## config.mk

```make
export PLATFORM = sky130hd
export DESIGN_NAME = stn_div_cell
export DESIGN_NICKNAME = d
export VERILOG_FILES = /design/src/stanley_steering_speed_law_defines.svh /design/src/stn_pkg.sv /design/src/stn_div_cell.sv
export SDC_FILE = /design/constraint.sdc
export NUM_CORES = 1
export LEC_CHECK = 0
export CAP_MARGIN = 40
export CORE_AREA = 2 2 249 251
export DETAILED_ROUTE_END_ITERATION = 12
export DIE_AREA = 0 0 251 253
export DONT_BUFFER_PORTS = 1
export PLACE_DENSITY = 0.33
export SYNTH_ARGS = -nofsm -noshare
export SYNTH_HDL_FRONTEND = slang
export SYNTH_SLANG_ARGS = --single-unit
```

## constraint.sdc

```tcl
create_clock -name i_clk -period 3.05 [get_ports i_clk]
set_input_delay 0.7625 -clock i_clk [delete_from_list [all_inputs] [get_ports i_clk]]
set_output_delay 0.7625 -clock i_clk [all_outputs]
set_load 0.05 [all_outputs]
```

## src/stanley_steering_speed_law_defines.svh

```systemverilog
`ifndef STANLEY_STEERING_SPEED_LAW_DEFINES_SVH
`define STANLEY_STEERING_SPEED_LAW_DEFINES_SVH

// same-cycle implication, checked out of reset
`define STN_ASSERT_NOW(lbl, ante, cons, msg) \
    lbl: assert property (@(posedge i_clk) disable iff (!i_rst_n) (ante) |-> (cons)) \
        else $error(msg);

// next-cycle implication, checked out of reset
`define STN_ASSERT_NEXT(lbl, ante, cons, msg) \
    lbl: assert property (@(posedge i_clk) disable iff (!i_rst_n) (ante) |=> (cons)) \
        else $error(msg);

`endif

```

## src/stn_pkg.sv

```systemverilog
package stn_pkg;

    localparam int unsigned TabLen = 24;

    localparam logic [2:0] REG_WHEEL_BASE = 3'd0;
    localparam logic [2:0] REG_CT_GAIN    = 3'd1;
    localparam logic [2:0] REG_SOFT_SPEED = 3'd2;
    localparam logic [2:0] REG_THR_GAIN   = 3'd3;
    localparam logic [2:0] REG_BRK_GAIN   = 3'd4;
    localparam logic [2:0] REG_MAX_STEER  = 3'd5;
    localparam logic [2:0] REG_MIN_TARGET = 3'd6;

    localparam logic [15:0] RST_WHEEL_BASE = 16'd640;
    localparam logic [15:0] RST_CT_GAIN    = 16'd307;
    localparam logic [15:0] RST_SOFT_SPEED = 16'd51;
    localparam logic [15:0] RST_THR_GAIN   = 16'd128;
    localparam logic [15:0] RST_BRK_GAIN   = 16'd102;
    localparam logic [13:0] RST_MAX_STEER  = 14'd4915;
    localparam logic [15:0] RST_MIN_TARGET = 16'd256;

    localparam logic signed [33:0] QUARTER_TURN = 34'sd1073741824;
    localparam logic signed [33:0] HALF_TURN    = 34'sd2147483648;
    localparam logic [30:0] PI_Q29     = 31'd1686629713;
    localparam logic [28:0] INV_PI_Q30 = 29'd341782638;

    typedef struct packed {
        logic               valid;
        logic               pv;
        logic signed [15:0] he;
        logic signed [15:0] v;
        logic        [14:0] tgt;
        logic signed [16:0] err;
        logic signed [33:0] accel;
        logic        [15:0] thr;
        logic        [48:0] bprod;
        logic        [15:0] brk;
    } t_side;

    typedef struct packed {
        logic signed [35:0] x;
        logic signed [35:0] y;
        logic signed [33:0] z;
        logic               sp;
        logic               spneg;
    } t_vec;

    typedef struct packed {
        logic signed [33:0] x;
        logic signed [33:0] y;
        logic signed [33:0] z;
    } t_rot;

    typedef struct packed {
        logic [62:0] rem;
        logic [48:0] d2;
        logic [17:0] q;
        logic        dz;
        logic        nz;
        logic        nn;
        logic        neg;
    } t_div;

    function automatic logic [31:0] f_atan(input int unsigned idx);
        logic [31:0] a;
        case (idx)
            0:  a = 32'h20000000;
            1:  a = 32'h12E4051D;
            2:  a = 32'h09FB385B;
            3:  a = 32'h051111D4;
            4:  a = 32'h028B0D43;
            5:  a = 32'h0145D7E1;
            6:  a = 32'h00A2F61E;
            7:  a = 32'h00517C55;
            8:  a = 32'h0028BE53;
            9:  a = 32'h00145F2F;
            10: a = 32'h000A2F98;
            11: a = 32'h000517CC;
            12: a = 32'h00028BE6;
            13: a = 32'h000145F3;
            14: a = 32'h0000A2F9;
            15: a = 32'h0000517C;
            16: a = 32'h000028BE;
            17: a = 32'h0000145F;
            18: a = 32'h00000A2F;
            19: a = 32'h00000517;
            20: a = 32'h0000028B;
            21: a = 32'h00000145;
            22: a = 32'h000000A2;
            23: a = 32'h00000051;
            default: a = 32'h0;
        endcase
        return a;
    endfunction

endpackage

```

## src/stn_div_cell.sv

```systemverilog
module stn_div_cell import stn_pkg::*; #(
    parameter int unsigned K = 0
) (
    input  logic  i_clk,
    input  logic  i_rst_n,
    input  t_side i_side,
    input  t_div  i_data,
    output t_side o_side,
    output t_div  o_data
);
    t_side r_side;
    t_div  r_data;
    t_div  n_data;
    logic [66:0] dsh;
    logic [66:0] remx;
    logic [66:0] diff;

    always_comb begin
        dsh  = {18'b0, i_data.d2} << K;
        remx = {4'b0, i_data.rem};
        diff = remx - dsh;
        n_data = i_data;
        if (remx >= dsh) begin
            n_data.rem  = diff[62:0];
            n_data.q[K] = 1'b1;
        end
    end

    always_ff @(posedge i_clk) begin
        r_data <= n_data;
        r_side <= i_side;
        if (!i_rst_n) begin
            r_side.valid <= 1'b0;
        end
    end

    assign o_side = r_side;
    assign o_data = r_data;
endmodule

```

==> results.sh, run 1 <==
export IMPL_route_detailed_drc=0
export IMPL_maxSlewHeadroom_pct=48.5
export IMPL_ys_ff_latch=315
export IMPL_cts_inserted_buffers=39
export IMPL_grt_pass1_wl_mm=69.7
export IMPL_powerDensity_nw_per_um2=820
export IMPL_wl_per_cell_microns=26.7
export IMPL_dp_hpwl_mm=45.4
export IMPL_drv_cap=0
export IMPL_worstSetupEndpointType="register"
export IMPL_io_buffer_count=0
export IMPL_final_common_cell="dfxtp_1"
export IMPL_gp_congestion=0.874
export IMPL_maxSlewViolCount=0
export IMPL_yosysSeqAreaShare_pct=60.6
export IMPL_dp_cells=1936
export IMPL_startpoint="i_data[23]"
export IMPL_async_flop_share_pct=0
export IMPL_synth_avg_cell_area_sq_um=10.7
export IMPL_synth_area_leaders="dfxtp_1 (61%), ha_1 (6.0%), a21oi_1 (4.7%)"
export IMPL_cts_root_buf="clkbuf_16"
export IMPL_place_ws_ps=-631
export IMPL_cts_sink_count=315
export IMPL_final_cell_mix="dfxtp_1 (315), buf_4 (201), a21oi_1 (92), nor2_1 (71), inv_1 (61)"
export IMPL_drt_iter0_drc=432
export IMPL_stdcell_count=2016
export IMPL_worstSetupStartpointType="input pin"
export IMPL_grt_max_degree=24
export IMPL_dieHeight_microns=253
export IMPL_ioPinCount=632
export IMPL_grt_pass1_vias=8184
export IMPL_htreeDepth=2
export IMPL_required_ps=3520
export IMPL_synth_nets=1338
export IMPL_setup_violations=0
export IMPL_grt_antenna_before_repair=29
export IMPL_cts_tree="built"
export IMPL_dieArea_sq_um=63500
export IMPL_coreArea_sq_um=61000
export IMPL_crit_type="in -> reg"
export IMPL_clkTransAtPathRegs_ps=70
export IMPL_place_area_sq_um=12900
export IMPL_num_vias=7989
export IMPL_area_growth_pct=38.3
export IMPL_synth_edf_count=0
export IMPL_finalCritPeriodShare_pct=96.4
export IMPL_synth_top_area_share_pct=60.6
export IMPL_rows=91
export IMPL_cp_arrival_ps=3410
export IMPL_clockBufferDepth=3
export IMPL_worstMarginPinSlew_ps=771
export IMPL_drtPass1Iterations=7
export IMPL_grt_use_total_pct=16.0
export IMPL_worst_slack_ps=111
export IMPL_p_leak_nw=6.14
export IMPL_finalHoldViolations=0
export IMPL_die_w_microns=251
export IMPL_fmaxAchievable_mhz=340
export IMPL_ant_nets=0
export IMPL_crit_path_max_fanout=4
export IMPL_fin_crit_ps=2940
export IMPL_drive_gt1_share_pct=26.0
export IMPL_syn_inst=970
export IMPL_synth_top_area_cell="dfxtp_1"
export IMPL_grt_ovfl_total=0
export IMPL_start_util_pct=17.1
export IMPL_hold_class="in -> reg"
export IMPL_synth_area_sq_um=10400
export IMPL_n_fill_cell=6537
export IMPL_status="completed"
export IMPL_holdBufCountCts=0
export IMPL_rsz0062_at_grt="true"
export IMPL_cp_endpoint="o_data[127]$_DFF_P_"
export IMPL_ys_warn_count=0
export IMPL_final_util_pct=23.6
export IMPL_via_per_inst=3.96
export IMPL_peakVddDrop_mv=0.389
export IMPL_drt_wl_total_mm=53.8
export IMPL_fin_area_sq_um=14400
export IMPL_synth_ff_type="dfxtp_1"
export IMPL_synth_cell_types=59
export IMPL_nNetsFinal=1556
export IMPL_design_power_total_w=0.0118
[synth_stat cells (2+ instances only)]
library cell / number
nand4b_1: 4
nand3_1: 13
a311oi_1: 3
or4_1: 2
and4_1: 2
a21o_1: 28
dfxtp_1: 315
nand4_1: 20
nor2b_1: 5
xor2_1: 24
o21ai_1: 3
o211ai_1: 2
o21ai_0: 50
and2_1: 3
a32oi_1: 2
a31oi_1: 7
o21bai_1: 10
clkbuf_1: 12
o2111ai_1: 2
inv_1: 63
a221oi_2: 2
or3_1: 3
xnor2_1: 35
a21oi_1: 97
nand2b_1: 6
a2111oi_4: 3
nor3_1: 8
nand2_1: 62
nor4_1: 6
ha_1: 50
o221ai_1: 2
and3_1: 4
a221oi_1: 2
buf_2: 14
nor2_1: 71
a211oi_1: 4
a21boi_0: 4
buf_4: 3
nand2_2: 2
o21a_1: 3
[state kept, by name, summed over array words and instances (netlist names)]
signal  flops
o_data    134
o_side    181
[routing by layer]
| metal | GRT usage, % | routed length [microns] | up-vias |
|---|---|---|---|
| met4 | 4.63 | 1380 | 28 |
| met5 | 0 | 176 | - |
| met3 | 6.77 | 5000 | 93 |
| li1 | - | - | 3771 |
| met1 | 17.0 | 19800 | 3692 |
| met2 | 28.9 | 27400 | 405 |
[cell families (layout without fill, tap and decap cells)]
logic type	Yosys count	count (layout)	synth area share (%)
AOI/OAI and AO/OA	234	234	14.3
xor gates and xnor gates	59	59	4.96
adders and majority gates	51	51	6.20
buffers and inverters	94	339	3.75
DFF	315	315	60.6
other	0	11	0
and+or+nand+nor	217	217	10.2
[how the worst min path moves through the flow]
stage | start | endpoint | slack (ps) | cells after the start
after floorplan | i_data[0] | o_data[0]$_DFF_P_ | 790 | 0
after global placement | i_side[106] | o_side[106]$_DFF_P_ | 790 | 0
after detailed placement | i_side[129] | o_side[129]$_DFF_P_ | 790 | 0
after CTS | i_side[154] | o_side[154]$_DFF_P_ | 190 | 0
after global routing | i_side[142] | o_side[142]$_DFF_P_ | 190 | 0
final | i_side[128] | o_side[128]$_DFF_P_ | 240 | 0
[repair_timing]
item | in CTS | in global routing
gates resized for setup | 4 | 24
setup buffers | 0 | 2
setup endpoints to repair | 5 | 17
pin swaps | 1 | 12
[where the power goes]
part	internal, W	leakage [nW]	total (W)	switching (W)
Sequential	0.00446	2.66	0.00592	0.00145
Combinational	0.000613	2.86	0.00129	0.000677
Clock	0.00272	0.627	0.00459	0.00187
Total	0.00780	6.14	0.0118	0.00400
[worst max-delay path: stages]
cell and delay, ps:
clkinvlp_4 100, buf_4 160, fa_2 450, a21o_1 250, a221oi_4 310, o21ai_4 150, o2111ai_2 310, buf_4 180
a21oi_2 60, buf_4 170, a2111oi_4 340, xor2_1 180
[final cells by class]
class                      instances  area [sq um]  share of cell area [%]
timing repair buffer             208          1650                    11.5
sequential                       315          6310                    43.8
inverter                          63           244                    1.70
antenna                           11          27.5                   0.191
clock inverter                    19           179                    1.24
multi-input combinational        561          3910                    27.1
tap                              790           988                    6.87
clock buffer                      49          1090                    7.60
[through the flow]
stage               hold slack [ps]  setup TNS, ps
floorplan                       790          -1.23
global placement                790         -26980
detailed placement              790         -27630
CTS                             187              0
global route                    191          -23.8
finish                          238              0
Note: power is estimated with default switching activity, not from simulation.
==> run 2, diff against run 1 <==
REMOVE_ABC_BUFFERS = 1   (was not set)
SLEW_MARGIN = 10   (was not set)
clock period = 2.7 ns   (was 3.05 ns; I/O delays follow)
==> run 2 against run 1 <==
Net effect: the run now ends with negative setup slack left; highest routed layer unchanged; via count is 4.2% higher; power rose by 15%; wire length grew 5.3%; critical path depth rose by 3; die area is the same; clock-buffer cell count rose by 1; first-iteration DRC count fell by 22%; utilization up 2.0 points; design area is 8.4% higher; sequential cell count unchanged; cell count grew 1.6%.
==> results.sh, run 2 (synthesis gave the netlist of run 1 again) <==
export IMPL_drv_cap=0
export IMPL_largest_register_ff_count=181
export IMPL_status="finished, violations left"
export IMPL_grt_ovfl_total=0
export IMPL_crit_path_max_fanout=6
export IMPL_final_cell_mix="dfxtp_1 (315), buf_4 (214), a21oi_1 (61), inv_1 (55), nand2_1 (52)"
export IMPL_worstSetupStartpointType="input pin"
export IMPL_start_util_pct=17.1
export IMPL_route_detailed_drc=0
export IMPL_cp_arrival_ps=3210
export IMPL_rsz0062_at_grt="true"
export IMPL_p_leak_nw=6.49
export IMPL_worstSetupEndpointType="register"
export IMPL_grt_pass1_vias=8485
export IMPL_place_area_sq_um=12900
export IMPL_fin_crit_ps=2780
export IMPL_grt_use_total_pct=16.4
export IMPL_drt_wl_total_mm=56.6
export IMPL_cts_tree="built"
export IMPL_fin_area_sq_um=15600
export IMPL_nNetsFinal=1592
export IMPL_crit_chain="clkinvlp_4, ha_4, a21oi_2, o21ai_2, a221oi_2, buf_4, a21oi_4, a211oi_4, a31o_4, buf_6, nand2_8, buf_6, clkbuf_16, nor2_4, a21oi_2"
export IMPL_wl_per_cell_microns=27.6
export IMPL_dp_hpwl_mm=45.8
export IMPL_setup_violations=31
export IMPL_clkTransAtPathRegs_ps=60
export IMPL_grt_pass1_wl_mm=71.6
export IMPL_peakVddDrop_mv=0.393
export IMPL_maxSlewHeadroom_pct=45.2
export IMPL_cts_inserted_buffers=38
export IMPL_gp_congestion=0.881
export IMPL_dieArea_sq_um=63500
export IMPL_holdWs_ps=147
export IMPL_final_util_pct=25.6
export IMPL_num_vias=8324
export IMPL_fmaxAchievable_mhz=360
export IMPL_via_per_inst=4.06
export IMPL_drt_iter0_drc=339
export IMPL_maxSlewViolCount=0
export IMPL_coreArea_sq_um=61000
export IMPL_crit_type="in -> reg"
export IMPL_cts_sink_count=315
export IMPL_htreeDepth=2
export IMPL_io_buffer_count=0
export IMPL_cpMaxStageDelayCell="a211oi_4"
export IMPL_clockBufferDepth=3
export IMPL_grt_antenna_before_repair=29
export IMPL_drive_gt1_share_pct=36.7
export IMPL_powerDensity_nw_per_um2=868
export IMPL_cp_top_family="compound AO/OA/AOI/OAI gates"
export IMPL_finalCritPeriodShare_pct=103
export IMPL_hold_class="in -> reg"
export IMPL_ioPinCount=632
export IMPL_max_stage_delay_ps=420
export IMPL_design_power_total_w=0.0135
export IMPL_drtPass1Iterations=4
export IMPL_worst_slack_ps=-78.4
export IMPL_place_ws_ps=-1100
export IMPL_die_w_microns=251
export IMPL_rows=91
export IMPL_worstMarginPinSlew_ps=820
export IMPL_area_growth_pct=49.9
export IMPL_required_ps=3130
export IMPL_final_common_cell="dfxtp_1"
export IMPL_path_buf_inv=5
export IMPL_ant_nets=0
export IMPL_finalHoldViolations=0
export IMPL_grt_max_degree=25
export IMPL_violations="negative setup slack"
export IMPL_dieHeight_microns=253
export IMPL_cts_root_buf="clkbuf_16"
run 2: cell count changes in the layout (fill, tap and decap cells not counted), moves of 12 or more:
cell and change:
a21oi_1 -31, a21oi_2 +25, buf_4 +13, buf_6 +13
ha_1 -14, ha_4 +15, nor2_1 -33, nor2_2 +16
nor2_4 +17, o21ai_0 -12
run 2: per-layer routing:
metal | up-vias | track usage (%) | part of all wire, % | wire length, microns
li1 | 3840 | - | - | -
met1 | 3940 | 17.8 | 37 | 21200
met2 | 418 | 29.4 | 50 | 28400
met3 | 98 | 6.59 | 8.8 | 4960
met4 | 28 | 4.66 | 3.3 | 1850
met5 | - | 0 | 0.32 | 180
run 2: what timing repair did:
| item | 4_1_cts | 5_1_grt |
|---|---|---|
| cloned | 2 | 7 |
| buffers inserted | 10 | 23 |
| gates resized for setup | 73 | 157 |
| setup endpoints to repair | 64 | 62 |
| pin swaps | 35 | 51 |
| hold buffers | 0 | 0 |
run 2: report_power, final:
| part | total (W) | switching [W] | internal, W | leakage [nW] |
|---|---|---|---|---|
| Sequential | 0.00668 | 0.00164 | 0.00504 | 2.66 |
| Clock | 0.00520 | 0.00212 | 0.00308 | 0.620 |
| Combinational | 0.00166 | 0.000840 | 0.000820 | 3.21 |
| Total | 0.0135 | 0.00460 | 0.00894 | 6.49 |
run 2: final cells by class:
type	instances	area (sq um)
Antenna cell	6	15.0
Clock buffer	50	1060
Clock inverter	18	204
Fill cell	6445	45400
Inverter	63	263
Multi-Input combinational cell	562	4640
Sequential cell	315	6310
Tap cell	790	988
Timing Repair Buffer	244	2130
run 2: through the flow:
step | instances | setup TNS [ps]
global route | 2045 | -2850
detailed placement | 1942 | -57670
CTS | 2019 | -88.2
finish | 2048 | -936
global placement | 1942 | -57000
floorplan | 939 | -35700
run 2: final timing paths:
check             depth (start not counted)             endpoint        from  slack [ps]
setup / recovery                         15  o_data[107]$_DFF_P_  i_data[34]         -80
hold / removal                            0   o_side[11]$_DFF_P_  i_side[11]         150
==> run 3, diff against run 2 <==
SKIP_CTS_REPAIR_TIMING = 1   (was not set)
==> run 3 against run 2 <==
Net effect: the run still ends with negative setup slack left; sequential cell count did not move; die area did not move; clock power barely moved; design area shrank 2.0%; largest cell class unchanged; via count fell by 1.6%; utilization down 0.52 points; critical path type unchanged; highest routed layer unchanged; critical path depth is 2 lower; maximum frequency up 0.31%; power down 0.45%; sequential power hardly changed; sequential share of layout area grew 0.84 points; worst hold slack got worse by 0.85 ps.
==> results.sh, run 3 (synthesis gave the netlist of run 1 again) <==
export IMPL_p_clk_share_pct=38.6
export IMPL_dp_hpwl_mm=45.8
export IMPL_pwr_share_comb_pct=11.9
export IMPL_rows=91
export IMPL_holdWs_ps=146
export IMPL_maxSlewViolCount=0
export IMPL_num_vias=8189
export IMPL_grt_antenna_before_repair=27
export IMPL_grt_ovfl_total=0
export IMPL_finalCritPeriodShare_pct=103
export IMPL_io_buffer_count=0
export IMPL_grt_pass1_vias=8328
export IMPL_drtPass1Iterations=4
export IMPL_violations="negative setup slack"
export IMPL_worst_slack_ps=-69.9
export IMPL_drt_wl_total_mm=55.9
export IMPL_powerDensity_nw_per_um2=882
export IMPL_grt_use_total_pct=16.1
export IMPL_fin_tns_setup_ps=-231
export IMPL_place_area_sq_um=12900
export IMPL_cp_endpoint="o_data[133]$_DFF_P_"
export IMPL_coreArea_sq_um=61000
export IMPL_cts_root_buf="clkbuf_16"
export IMPL_cp_top_family="compound AO/OA/AOI/OAI gates"
export IMPL_largest_register_ff_count=181
export IMPL_dieHeight_microns=253
export IMPL_wl_per_cell_microns=27.4
export IMPL_rsz0062_at_grt="true"
export IMPL_startpoint="i_data[23]"
export IMPL_final_cell_mix="dfxtp_1 (315), buf_4 (212), a21oi_1 (70), nand2_1 (58), inv_1 (57)"
export IMPL_multi_input_area_sq_um=4440
export IMPL_die_w_microns=251
export IMPL_clockBufferDepth=3
export IMPL_drv_cap=0
export IMPL_crit_path_max_fanout=4
export IMPL_crit_chain="clkinvlp_4, ha_4, nand2b_4, a2111oi_4, buf_4, o2111ai_4, a21oi_4, a211oi_4, buf_6, a31o_4, a221oi_4, nand4_1, xnor2_2"
export IMPL_cts_inserted_buffers=38
export IMPL_cp_depth=13
export IMPL_p_int_w=0.00891
export IMPL_p_seq_share_pct=49.6
export IMPL_finalHoldViolations=0
export IMPL_htreeDepth=2
export IMPL_crit_type="in -> reg"
export IMPL_worstSetupEndpointType="register"
export IMPL_route_detailed_drc=0
export IMPL_drt_iter0_drc=363
export IMPL_required_ps=3130
export IMPL_clkTransAtPathRegs_ps=60
export IMPL_start_util_pct=17.1
export IMPL_ioPinCount=632
export IMPL_p_leak_nw=6.42
export IMPL_worstSetupStartpointType="input pin"
export IMPL_maxSlewHeadroom_pct=46.2
export IMPL_gp_congestion=0.881
export IMPL_ant_nets=0
export IMPL_fin_area_sq_um=15300
export IMPL_p_sw_share_pct=33.9
export IMPL_cts_sink_count=315
export IMPL_p_sw_w=0.00457
export IMPL_grt_max_degree=49
export IMPL_area_growth_pct=46.9
export IMPL_cts_tree="built"
export IMPL_grt_pass1_wl_mm=70.2
export IMPL_final_common_cell="dfxtp_1"
export IMPL_cp_arrival_ps=3200
export IMPL_cpMaxStageDelayCell="a221oi_4"
export IMPL_fin_crit_ps=2770
export IMPL_worstMarginPinSlew_ps=805
export IMPL_fmaxAchievable_mhz=361
export IMPL_status="finished, violations left"
export IMPL_dieArea_sq_um=63500
export IMPL_peakVddDrop_mv=0.393
export IMPL_drive_gt1_share_pct=33.6
export IMPL_hold_class="in -> reg"
export IMPL_via_per_inst=4.01
export IMPL_nNetsFinal=1584
export IMPL_path_buf_inv=3
export IMPL_max_stage_delay_ps=350
export IMPL_register_area_sq_um=6310
export IMPL_n_fill_cell=6442
export IMPL_setup_violations=19
run 3: changes by cell type in the layout (fill, tap and decap cells not counted), sizes merged:
cell,before,now
inv,66,67
clkbuf,55,54
clkinvlp,4,3
buf,239,233
nand2,65,64
run 3: how the worst min path moves through the flow:
| stage | start | endpoint | slack [ps] | cells past startpoint |
|---|---|---|---|---|
| finish | i_side[90] | o_side[90]$_DFF_P_ | 150 | 0 |
| global route | i_data[47] | o_data[47]$_DFF_P_ | 100 | 0 |
| CTS | i_data[47] | o_data[47]$_DFF_P_ | 90 | 0 |
| detailed placement | i_side[157] | o_side[157]$_DFF_P_ | 700 | 0 |
| global placement | i_side[133] | o_side[133]$_DFF_P_ | 700 | 0 |
| floorplan | i_data[0] | o_data[0]$_DFF_P_ | 700 | 0 |
run 3: final cells by class:
type | instances | share of cell area [%]
sequential | 315 | 41.3
antenna | 6 | 0.0982
inverter | 63 | 1.65
tap | 790 | 6.47
clock inverter | 18 | 1.33
clock buffer | 50 | 6.92
timing repair buffer | 237 | 13.3
multi-input combinational | 561 | 29.0
run 3: metal layers:
metal  GRT usage [%]  up-vias  share of wire (%)
li1                -     3827                  -
met2            28.3      408                 50
met1            17.7     3834                 38
met5               0        -               0.30
met3            6.42       94                8.6
met4            5.03       26                3.2
run 3: power groups by stage:
stage	logic (W)	clock network, W	registers (W)
6_report	0.00160	0.00520	0.00668
5_1_grt	0.00175	0.00557	0.00671
4_1_cts	0.00142	0.00538	0.00671
3_5_place_dp	0.00141	0	0.00680
3_3_place_gp	0.00142	0	0.00682
2_1_floorplan	0.000721	0	0.00660
run 3: per-stage QoR:
step                utilization [%]  instances  power [W]  setup slack [ps]
floorplan                         -        939    0.00732              -779
global placement               21.1       1942    0.00824             -1070
detailed placement             21.1       1942    0.00821             -1100
CTS                            23.2       2010     0.0135              -512
global route                   25.0       2036     0.0140              -170
finish                         25.0       2040     0.0135             -69.9
