[src/stanley_steering_speed_law_defines.svh]
`ifndef STANLEY_STEERING_SPEED_LAW_DEFINES_SVH
`define STANLEY_STEERING_SPEED_LAW_DEFINES_SVH

// same-cycle implication, checked out of reset
`define STN_ASSERT_NOW(lbl, ante, cons, msg) \
    lbl: assert property (@(posedge i_clk) disable iff (!i_rst_n) (ante) |-> (cons)) \
        else $error(msg);

// next-cycle implication, checked out of reset
`define STN_ASSERT_NEXT(lbl, ante, cons, msg) \
    lbl: assert property (@(posedge i_clk) disable iff (!i_rst_n) (ante) |=> (cons)) \
        else $error(msg);

`endif

[src/stn_pkg.sv]
package stn_pkg;

    localparam int unsigned TabLen = 24;

    localparam logic [2:0] REG_WHEEL_BASE = 3'd0;
    localparam logic [2:0] REG_CT_GAIN    = 3'd1;
    localparam logic [2:0] REG_SOFT_SPEED = 3'd2;
    localparam logic [2:0] REG_THR_GAIN   = 3'd3;
    localparam logic [2:0] REG_BRK_GAIN   = 3'd4;
    localparam logic [2:0] REG_MAX_STEER  = 3'd5;
    localparam logic [2:0] REG_MIN_TARGET = 3'd6;

    localparam logic [15:0] RST_WHEEL_BASE = 16'd640;
    localparam logic [15:0] RST_CT_GAIN    = 16'd307;
    localparam logic [15:0] RST_SOFT_SPEED = 16'd51;
    localparam logic [15:0] RST_THR_GAIN   = 16'd128;
    localparam logic [15:0] RST_BRK_GAIN   = 16'd102;
    localparam logic [13:0] RST_MAX_STEER  = 14'd4915;
    localparam logic [15:0] RST_MIN_TARGET = 16'd256;

    localparam logic signed [33:0] QUARTER_TURN = 34'sd1073741824;
    localparam logic signed [33:0] HALF_TURN    = 34'sd2147483648;
    localparam logic [30:0] PI_Q29     = 31'd1686629713;
    localparam logic [28:0] INV_PI_Q30 = 29'd341782638;

    typedef struct packed {
        logic               valid;
        logic               pv;
        logic signed [15:0] he;
        logic signed [15:0] v;
        logic        [14:0] tgt;
        logic signed [16:0] err;
        logic signed [33:0] accel;
        logic        [15:0] thr;
        logic        [48:0] bprod;
        logic        [15:0] brk;
    } t_side;

    typedef struct packed {
        logic signed [35:0] x;
        logic signed [35:0] y;
        logic signed [33:0] z;
        logic               sp;
        logic               spneg;
    } t_vec;

    typedef struct packed {
        logic signed [33:0] x;
        logic signed [33:0] y;
        logic signed [33:0] z;
    } t_rot;

    typedef struct packed {
        logic [62:0] rem;
        logic [48:0] d2;
        logic [17:0] q;
        logic        dz;
        logic        nz;
        logic        nn;
        logic        neg;
    } t_div;

    function automatic logic [31:0] f_atan(input int unsigned idx);
        logic [31:0] a;
        case (idx)
            0:  a = 32'h20000000;
            1:  a = 32'h12E4051D;
            2:  a = 32'h09FB385B;
            3:  a = 32'h051111D4;
            4:  a = 32'h028B0D43;
            5:  a = 32'h0145D7E1;
            6:  a = 32'h00A2F61E;
            7:  a = 32'h00517C55;
            8:  a = 32'h0028BE53;
            9:  a = 32'h00145F2F;
            10: a = 32'h000A2F98;
            11: a = 32'h000517CC;
            12: a = 32'h00028BE6;
            13: a = 32'h000145F3;
            14: a = 32'h0000A2F9;
            15: a = 32'h0000517C;
            16: a = 32'h000028BE;
            17: a = 32'h0000145F;
            18: a = 32'h00000A2F;
            19: a = 32'h00000517;
            20: a = 32'h0000028B;
            21: a = 32'h00000145;
            22: a = 32'h000000A2;
            23: a = 32'h00000051;
            default: a = 32'h0;
        endcase
        return a;
    endfunction

endpackage

[src/stn_rot_cell.sv]
module stn_rot_cell import stn_pkg::*; #(
    parameter int unsigned I = 0
) (
    input  logic  i_clk,
    input  logic  i_rst_n,
    input  t_side i_side,
    input  t_rot  i_data,
    output t_side o_side,
    output t_rot  o_data
);
    localparam logic signed [33:0] ANG = $signed({2'b00, f_atan(I)});

    t_side r_side;
    t_rot  r_data;
    t_rot  n_data;
    logic signed [33:0] dx;
    logic signed [33:0] dy;

    always_comb begin
        dx = i_data.y >>> I;
        dy = i_data.x >>> I;
        if (i_data.z >= 0) begin
            n_data.x = i_data.x - dx;
            n_data.y = i_data.y + dy;
            n_data.z = i_data.z - ANG;
        end else begin
            n_data.x = i_data.x + dx;
            n_data.y = i_data.y - dy;
            n_data.z = i_data.z + ANG;
        end
    end

    always_ff @(posedge i_clk) begin
        r_data <= n_data;
        r_side <= i_side;
        if (!i_rst_n) begin
            r_side.valid <= 1'b0;
        end
    end

    assign o_side = r_side;
    assign o_data = r_data;
endmodule

[config.mk]
export PLATFORM = sky130hd
export DESIGN_NAME = stn_rot_cell
export DESIGN_NICKNAME = d
export VERILOG_FILES = /design/src/stanley_steering_speed_law_defines.svh /design/src/stn_pkg.sv /design/src/stn_rot_cell.sv
export SDC_FILE = /design/constraint.sdc
export NUM_CORES = 1
export LEC_CHECK = 0
export BUFFER_PORTS_ARGS = -buffer_cell sky130_fd_sc_hd__buf_2
export CORE_AREA = 2 2 222 224
export CTS_BUF_LIST = sky130_fd_sc_hd__clkbuf_16
export CTS_CLUSTER_DIAMETER = 60
export DETAILED_ROUTE_END_ITERATION = 10
export DIE_AREA = 0 0 224 226
export PLACE_DENSITY = 0.54
export SETUP_SLACK_MARGIN = 0.1
export SLEW_MARGIN = 20
export SYNTH_ARGS = -nofsm -noshare
export SYNTH_HDL_FRONTEND = slang
export SYNTH_SLANG_ARGS = --single-unit
[constraint.sdc]
create_clock -name i_clk -period 2.68 [get_ports i_clk]
set_clock_uncertainty 0.1 [all_clocks]
set_input_delay 0.402 -clock i_clk [delete_from_list [all_inputs] [get_ports i_clk]]
set_output_delay 0.402 -clock i_clk [all_outputs]
set_load 0.02 [all_outputs]
==> results.json, run 1 <==
{
  "num_io_pins": 568,
  "maxCapViolations": 0,
  "antenna_found_initial": 12,
  "power.density_mw_per_mm2": 638.7,
  "globalplace.congestion": 0.9816,
  "power_frac_seq": 0.354,
  "dieArea_mm2": 0.05062,
  "path_class": "in2reg",
  "synth_nets": 1611,
  "synth_area_leader_cell": "dfxtp_1",
  "numPortBuffers": 567,
  "final_cells": 2957,
  "worst_pin_slew_ns": 0.6233,
  "p_leak_nw": 10.39,
  "cts.clk_slew.worst_paths_ns": 0.06,
  "peakVddDrop_v": 0.0003803,
  "setup_tns_ns": 0,
  "vias": 13600,
  "grt_use_total": 0.2722,
  "power.switching_w": 0.004551,
  "rsz0062_at_grt": "yes",
  "dp_worst_setup_slack_ns": -0.7200,
  "cp_max_fo": 4,
  "comb_power_share": 0.292,
  "cts_tree": "yes",
  "syn_avg_cell_area_um2": 9.668,
  "finalNetCount": 2697,
  "final.period_utilization": 0.9626,
  "dpl_cell_area_mm2": 0.01762,
  "ys.flop_type": "dfxtp_1",
  "drt_iter0_drc": 741,
  "drt-pass1-iter-count": 5,
  "layout-drive-gt1-share": 0.4384,
  "pwr-share-clk": 0.354,
  "async_flop_share": 0,
  "wl_mm": 72.32,
  "ys_seq_area_frac": 0.4794,
  "drc_errors": 0,
  "die_h_um": 226,
  "clockBufferDepth": 3,
  "worst_setup_path_end_kind": "register",
  "viasPerCell": 4.598,
  "h-tree-depth": 2,
  "yosys_register_bits": 282,
  "place_inst": 2673,
  "status": "finished, final reports clean",
  "numCtsBuffers": 37,
  "yosysTopAreaCellShare": 0.4794,
  "worst_slack_ns": 0.1004,
  "start_util": 0.2436,
  "min_period_ns": 2.580,
  "crit_arrival_ns": 2.94,
  "clock-sinks": 282,
  "total_power_w": 0.01356,
  "ant_nets": 0,
  "grt_pass1_vias": 13940,
  "cp-startpoint": "i_data[68]",
  "setup_viol": 0,
  "critPathRequiredTime_ns": 3.04,
  "cts-root-buf": "clkbuf_16",
  "synth_edf_count": 0,
  "maxSlewHeadroom": 0.5815,
  "hpwlAfterDp_mm": 59.30,
  "hp-class": "in2reg",
  "grt_max_degree": 42,
  "synthCells": 1218,
  "core_mm2": 0.04834,
  "syn-cell-area_mm2": 0.01178,
  "wl_per_cell_um": 24.46,
  "post_synth_num_cell_types": 74,
  "dieWidth_um": 224,
  "grt_pass1_wl_mm": 98.48,
  "ys_warn_count": 0,
  "slew_violations": 0,
  "clock.fmax_mhz": 387.7,
  "cp-start-kind": "input pin",
  "syn2layout_area_growth_pct": 80.28,
  "row_count": 81,
  "p_int_w": 0.009008,
  "overflow": 0,
  "hold_start": "i_data[8]",
  "swShare": 0.3356,
  "design_area_mm2": 0.02123,
  "yosys-top-cells-area": "dfxtp_1, ha_1, a21oi_1",
  "hold_viol_final": 0
}
-- stage by stage --
step	util	hold WS, ns
2_1_floorplan	-	0.3297
3_3_place_gp	0.3645	0.4039
3_5_place_dp	0.3645	0.4056
4_1_cts	0.4325	0.003403
5_1_grt	0.4391	0.008823
6_report	0.4391	0.02437
-- final timing paths --
check / depth (start not counted) / endpoint / slack, ns
max: 13 / o_data[60] / 0.10
min: 2 / o_data[8] / 0.02
-- power groups by stage --
| stage | Clock, W | Sequential, W | Combinational (W) |
|---|---|---|---|
| 2_1_floorplan | 0 | 0.00536 | 0.00116 |
| 5_1_grt | 0.00503 | 0.00482 | 0.00421 |
| 4_1_cts | 0.00488 | 0.00479 | 0.00388 |
| 6_report | 0.00480 | 0.00480 | 0.00397 |
| 3_5_place_dp | 0 | 0.00487 | 0.00358 |
| 3_3_place_gp | 0 | 0.00487 | 0.00359 |
-- what timing repair did --
action,in CTS,in global routing
hold buffers,207,0
setup endpoints to repair,17,50
gates resized for setup,13,49
pin swaps,10,12
cloned,0,2
hold endpoints to repair,207,0
buffers inserted,1,4
-- metal layers --
metal  global-route usage  routed length (um)  vias up
met3              0.06271                4921      118
met4               0.1120                3090       10
met1               0.3452               31100     6535
met5                    0                  61        -
met2               0.4447               33140      533
li1                     -                   -     6399
-- registers in the layout, summed over array words and instances, names as in the netlist --
register  count
o_data      101
o_side      181
-- worst max-delay path: stages --
cell	delay [ns]
buf_8	0.11
ha_4	0.16
fa_2	0.35
nor2b_4	0.14
o211ai_1	0.27
nand3b_1	0.18
a221oi_4	0.25
buf_6	0.16
a21oi_4	0.08
o31ai_4	0.30
o21ai_1	0.14
o2bb2ai_1	0.16
xnor2_1	0.25
-- cell usage in the layout (no fill, tap or decap), types with 17 or more instances in the layout --
cell type      synthesis  layout
clkbuf_16              0      39
nand2_1               51      51
ha_1                 104      98
buf_2                 18     565
a21oi_1              124     110
dlygate4sd3_1          0     207
o21ai_1               49      46
a21o_1                17      17
buf_4                  2     311
o21ai_0               27      26
nor2_1                82      82
dfxtp_1              282     282
inv_1                 89      91
xnor2_1               55      55
o21bai_1              19      19
-- Yosys cell counts (all sizes together), types with 4 or more instances --
cell / count
o22ai: 6
nand3: 14
nand4: 16
nor4: 17
ha: 104
nand2: 51
nor3: 18
o31a: 5
a21o: 17
inv: 105
o31ai: 9
fa: 4
o21ai: 76
o21a: 14
clkbuf: 18
nand2b: 10
buf: 28
mux2i: 11
o221ai: 4
a211oi: 10
a21boi: 4
nor2b: 11
a211o: 6
nor2: 82
xor2: 11
xnor2: 55
or2: 4
a21oi: 125
and2: 5
or3: 12
o22a: 4
a31oi: 6
o21bai: 20
o211ai: 16
dfxtp: 282
-- area by class of cell --
cell class              count  area (um2)
diodes                      4       10.01
clock inverters            29       230.2
repair buffers           1093        7425
inverters                 105       401.6
flip-flops and latches    282        5645
fillers                  4810       27110
well taps                 622       778.2
clock buffers              37       925.9
multi-input cells         785        5812
-- logic make-up (layout without fill, tap and decap cells) --
group | Yosys count | count (layout) | share of synthesized area
XOR/XNOR | 66 | 66 | 0.04909
AO/OA/AOI/OAI | 347 | 347 | 0.1888
multiplexers | 11 | 11 | 0.009351
flip-flops | 282 | 282 | 0.4794
buffers and inverters | 151 | 1264 | 0.05069
other | 0 | 4 | 0
adder cells (fa/ha/maj) | 108 | 108 | 0.1173
AND/OR/NAND/NOR | 253 | 253 | 0.1053
(Power assumes the default switching activity.)
==> inputs of run 2 (changes only) <==
--- a/config.mk
+++ b/config.mk
@@ -11,7 +11,6 @@
 export CTS_CLUSTER_DIAMETER = 60
 export DETAILED_ROUTE_END_ITERATION = 10
 export DIE_AREA = 0 0 224 226
-export PLACE_DENSITY = 0.54
 export SETUP_SLACK_MARGIN = 0.1
 export SLEW_MARGIN = 20
 export SYNTH_ARGS = -nofsm -noshare
==> results.json, run 2 (synthesis gave the netlist of run 1 again) <==
{
  "path_class": "in2reg",
  "vias": 13920,
  "cts_tree": "yes",
  "clock-sinks": 282,
  "overflow": 0,
  "maxSlewHeadroom": 0.5465,
  "clockBufferDepth": 3,
  "hp-class": "in2reg",
  "hpwlAfterDp_mm": 61.77,
  "cts.clk_slew.worst_paths_ns": 0.06,
  "multiInputGateArea_mm2": 0.005891,
  "grt_max_degree": 31,
  "worst_pin_slew_ns": 0.6740,
  "min_period_ns": 2.535,
  "setup_tns_ns": 0,
  "p_leak_nw": 10.61,
  "cp-start-kind": "input pin",
  "clock.fmax_mhz": 394.4,
  "status": "finished, final reports clean",
  "start_util": 0.2436,
  "maxCapViolations": 0,
  "wl_mm": 75.35,
  "dieWidth_um": 224,
  "grt_pass1_vias": 14310,
  "fillCellCount": 4664,
  "setup_viol": 0,
  "power.density_mw_per_mm2": 648.4,
  "dp_worst_setup_slack_ns": -0.6140,
  "grt_use_total": 0.2850,
  "critPathRequiredTime_ns": 3.02,
  "wl_per_cell_um": 25.11,
  "numCtsBuffers": 39,
  "hold_viol_final": 0,
  "drt-pass1-iter-count": 5,
  "ff_latch_area_mm2": 0.005645,
  "use_met2": 0.4621,
  "worst_slack_ns": 0.1447,
  "numPortBuffers": 567,
  "peakVddDrop_v": 0.0004653,
  "slew_violations": 0,
  "largest_reg_flops": 181,
  "antenna_found_initial": 19,
  "core_mm2": 0.04834,
  "crit_arrival_ns": 2.87,
  "dieArea_mm2": 0.05062,
  "final_cell_mix": "buf_2, buf_4, dfxtp_1",
  "row_count": 81,
  "cp_max_fo": 4,
  "ant_nets": 0,
  "num_io_pins": 568,
  "layout-drive-gt1-share": 0.4542,
  "rsz0062_at_grt": "yes",
  "cts-root-buf": "clkbuf_16",
  "gr-usage-met1": 0.3481,
  "grt_use_met3": 0.07858,
  "finalNetCount": 2734,
  "grt_busiest_layer": "met2",
  "final.period_utilization": 0.9460,
  "h-tree-depth": 2,
  "syn2layout_area_growth_pct": 83.19,
  "die_h_um": 226,
  "worst_setup_path_end_kind": "register",
  "viasPerCell": 4.639,
  "drc_errors": 0,
  "layout_commonest_cell": "buf_2",
  "drt_iter0_drc": 908,
  "grt_pass1_wl_mm": 102.6,
  "globalplace.congestion": 1.008
}
-- run 2: worst max-delay path: stages --
cell and delay (ns):
buf_8 0.10, ha_4 0.16, fa_2 0.34, nor2b_4 0.13, o211ai_1 0.26, nand3b_1 0.18, a221oi_4 0.25, buf_6 0.16
a21oi_4 0.08, o31a_1 0.30, o22ai_4 0.21, and4b_1 0.24, nor3_2 0.04
-- run 2: path summary, 6_finish.rpt --
check / start / endpoint / slack (ns) / cells after the start
min: i_data[18] / o_data[18] / 0.03 / 2
max: i_data[68] / o_data[98] / 0.14 / 13
-- run 2: report_power, final --
group          internal [W]  switching (W)
clock               0.00289        0.00219
sequential          0.00462       0.000181
combinational       0.00177        0.00234
total               0.00928        0.00471
-- run 2: what timing repair did --
action,CTS,global route
endpoints found under the hold margin,200,0
resized for setup,13,60
gates cloned,0,0
pin swaps,11,27
hold buffers,201,0
buffers inserted,1,2
endpoints found under the setup margin,22,29
-- run 2: routing by layer --
metal | up-vias | wire length (um)
li1 | 6473 | -
met1 | 6672 | 31090
met2 | 606 | 34380
met3 | 155 | 5796
met4 | 16 | 3979
met5 | - | 94
-- run 2: area by class of cell --
class	count	share of cell area
Tap cell	622	0.03608
Inverter	105	0.01827
Clock inverter	29	0.01137
Timing Repair Buffer	1128	0.3519
Sequential cell	282	0.2617
Multi-Input combinational cell	785	0.2731
Antenna cell	10	0.001160
Clock buffer	40	0.04640
-- run 2: through the flow --
step	hold slack (ns)	instances	util	cell area [um2]	power (W)
final	0.02801	3001	0.4462	21570	0.01399
after global routing	0.01898	2996	0.4459	21560	0.01449
after CTS	0.005852	2989	0.4394	21240	0.01397
after detailed placement	0.4056	2718	0.3708	17920	0.008578
after global placement	0.4042	2718	0.3708	17920	0.008594
after floorplan	0.3297	1218	-	11830	0.006521
==> inputs of run 3 (changes only) <==
--- a/config.mk
+++ b/config.mk
@@ -5,12 +5,13 @@
 export SDC_FILE = /design/constraint.sdc
 export NUM_CORES = 1
 export LEC_CHECK = 0
+export ABC_AREA = 1
 export BUFFER_PORTS_ARGS = -buffer_cell sky130_fd_sc_hd__buf_2
-export CORE_AREA = 2 2 222 224
+export CORE_AREA = 2 2 218 220
 export CTS_BUF_LIST = sky130_fd_sc_hd__clkbuf_16
 export CTS_CLUSTER_DIAMETER = 60
 export DETAILED_ROUTE_END_ITERATION = 10
-export DIE_AREA = 0 0 224 226
+export DIE_AREA = 0 0 220 222
 export SETUP_SLACK_MARGIN = 0.1
 export SLEW_MARGIN = 20
 export SYNTH_ARGS = -nofsm -noshare
==> results.json, run 3 <==
{
  "multiInputGateArea_mm2": 0.006451,
  "layout-drive-gt1-share": 0.2932,
  "hold_ws_ns": 0.07793,
  "drc_errors": 0,
  "layout_commonest_cell": "buf_2",
  "grt_pass1_vias": 15320,
  "comb_power_share": 0.259,
  "vias": 15140,
  "worst_setup_path_end_kind": "register",
  "row_count": 79,
  "worstPathCellList": "dlygate4sd3_1 -> buf_2 -> ha_1 -> fa_1 -> inv_1 -> nor2_1 -> nor2_2 -> o21ai_2 -> nand2_1 -> nand2_2 -> buf_4 -> xor2_1 -> o21ai_0",
  "syn-cell-area_mm2": 0.01314,
  "clock.fmax_mhz": 410.1,
  "status": "finished, final reports clean",
  "clock-sinks": 282,
  "setup_tns_ns": 0,
  "worst_pin_slew_ns": 0.7584,
  "min_path_cells": 3,
  "start_util": 0.2840,
  "synthCells": 1720,
  "ys.flop_type": "dfxtp_1",
  "final_cell_mix": "buf_2, nand2_1, dfxtp_1",
  "peakVddDrop_v": 0.0005327,
  "dieWidth_um": 220,
  "hpwlAfterDp_mm": 59.65,
  "synth.most_common_cell": "nand2_1",
  "drt_iter0_drc": 1009,
  "whs_endpoint": "o_data[29]",
  "viasPerCell": 4.686,
  "wl_mm": 72.21,
  "grt_use_total": 0.2858,
  "die_h_um": 222,
  "num_io_pins": 568,
  "hp-class": "in2reg",
  "synth_edf_count": 0,
  "final.period_utilization": 0.9098,
  "grt_pass1_wl_mm": 101.6,
  "globalplace.congestion": 0.9774,
  "largest_reg_flops": 181,
  "numPortBuffers": 567,
  "synth_nets": 2113,
  "cts_tree": "yes",
  "cp-start-kind": "input pin",
  "wl_per_cell_um": 22.36,
  "power_frac_seq": 0.344,
  "cts-root-buf": "clkbuf_16",
  "p_int_w": 0.009183,
  "crit_arrival_ns": 2.74,
  "fillCellCount": 4665,
  "synth_common_cells": "nand2_1, dfxtp_1, inv_1",
  "slew_violations": 0,
  "ff_latch_area_mm2": 0.005645,
  "synth_area_leader_cell": "dfxtp_1",
  "swShare": 0.3289,
  "yosysTopAreaCellShare": 0.4297,
  "crit_slowest_cell": "dlygate4sd3_1",
  "async_flop_share": 0,
  "yosys-top-cells-area": "dfxtp_1, nand2_1, ha_1",
  "crit_path_max_incr_delay_ns": 0.54,
  "finalNetCount": 2984,
  "ys_warn_count": 0,
  "syn_avg_cell_area_um2": 7.639,
  "syn2layout_area_growth_pct": 57.36,
  "overflow": 0,
  "ant_nets": 0,
  "setup_viol": 0,
  "numCtsBuffers": 39,
  "maxCapViolations": 0,
  "ys_seq_area_frac": 0.4297,
  "dieArea_mm2": 0.04884,
  "drt-pass1-iter-count": 5,
  "core_mm2": 0.04626,
  "critPathRequiredTime_ns": 2.98,
  "h-tree-depth": 2,
  "yosys_register_bits": 282,
  "post_synth_num_cell_types": 40,
  "antenna_found_initial": 8,
  "cts.clk_slew.worst_paths_ns": 0.06,
  "cp_max_fo": 3,
  "power.density_mw_per_mm2": 661.8,
  "power.switching_w": 0.004500,
  "grt_max_degree": 71,
  "rsz0062_at_grt": "no",
  "pwr-share-clk": 0.396,
  "path_class": "in2reg",
  "maxSlewHeadroom": 0.4944,
  "min_period_ns": 2.438,
  "hold_start": "i_data[29]",
  "hold_viol_final": 0,
  "clockBufferDepth": 3,
  "final_util": 0.4469,
  "p_leak_nw": 10.74
}
[run 3: cell types whose count changed after synthesis, moves of 11 or more]
cell / delta
nand3_1: +128
o211ai_1: -12
xnor2_1: -54
nor2b_1: -11
o21ai_1: -43
xor2_1: +25
nand2_1: +364
buf_4: +21
clkbuf_1: -14
o21ai_0: +64
inv_1: +113
nor2_1: +69
mux2i_1: -11
[run 3: cell type report]
class | count | area share
Multi-Input combinational cell | 1185 | 0.3120
Timing Repair Buffer | 874 | 0.2750
Sequential cell | 282 | 0.2731
Clock buffer | 40 | 0.04841
Inverter | 209 | 0.03794
Tap cell | 607 | 0.03673
Clock inverter | 29 | 0.01634
Antenna cell | 4 | 0.0004841
[run 3: stage by stage]
step           total power [W]  setup slack [ns]  area [um2]  instances
2_1_floorplan         0.006504            0.2975       13140       1720
3_3_place_gp          0.008023           0.01091       17180       2945
3_5_place_dp          0.008013           0.05156       17180       2945
4_1_cts                0.01375            0.1573       20640       3226
5_1_grt                0.01424            0.1002       20670       3228
6_report               0.01368            0.2417       20670       3230
[run 3: critical path, delay by kind of cell]
| kind | cells | cell delay, ns |
|---|---|---|
| AO/OA/AOI/OAI | 2 | 0.20 |
| XOR/XNOR | 1 | 0.16 |
| adder cells (fa/ha/maj) | 2 | 0.64 |
| buffers and inverters | 4 | 0.95 |
| AND/OR/NAND/NOR | 4 | 0.38 |
[run 3: what timing repair did]
item / CTS / global route
gates resized for setup: 0 / 11
setup buffers: 0 / 0
hold endpoints to repair: 211 / 0
setup endpoints to repair: 0 / 15
hold buffers: 212 / 0
[run 3: power groups by stage]
| stage | registers [W] | logic, W | clock network [W] |
|---|---|---|---|
| final | 0.00471 | 0.00355 | 0.00542 |
| after global routing | 0.00474 | 0.00380 | 0.00570 |
| after CTS | 0.00472 | 0.00351 | 0.00552 |
| after detailed placement | 0.00479 | 0.00322 | 0 |
| after global placement | 0.00480 | 0.00323 | 0 |
| after floorplan | 0.00522 | 0.00128 | 0 |
[run 3: cells by family (layout without fill, tap and decap cells)]
| group | count (synthesis) | count (layout) | share of synthesized area |
|---|---|---|---|
| AOI/OAI and AO/OA | 269 | 269 | 0.1115 |
| and+or+nand+nor | 771 | 771 | 0.2472 |
| adders and majority gates | 108 | 108 | 0.1051 |
| DFF | 282 | 282 | 0.4297 |
| other | 0 | 4 | 0 |
| buffers and inverters | 253 | 1152 | 0.08180 |
| xor gates and xnor gates | 37 | 37 | 0.02466 |
[run 3: how the worst max path moves through the flow]
stage / start / endpoint / cells past startpoint
finish: i_data[68] / o_data[46] / 13
global route: i_data[68] / o_data[48] / 14
floorplan: i_data[33] / o_data[33] / 14
global placement: i_data[59] / o_data[94] / 13
CTS: i_data[68] / o_data[100] / 15
detailed placement: i_data[36] / o_data[93] / 16
[run 3: routing by layer]
metal	global-route usage	routed length (um)	up-vias
met5	0	60	-
met4	0.1156	3171	10
met3	0.05556	4690	125
met2	0.4676	32780	573
met1	0.3667	31500	7187
li1	-	-	7242
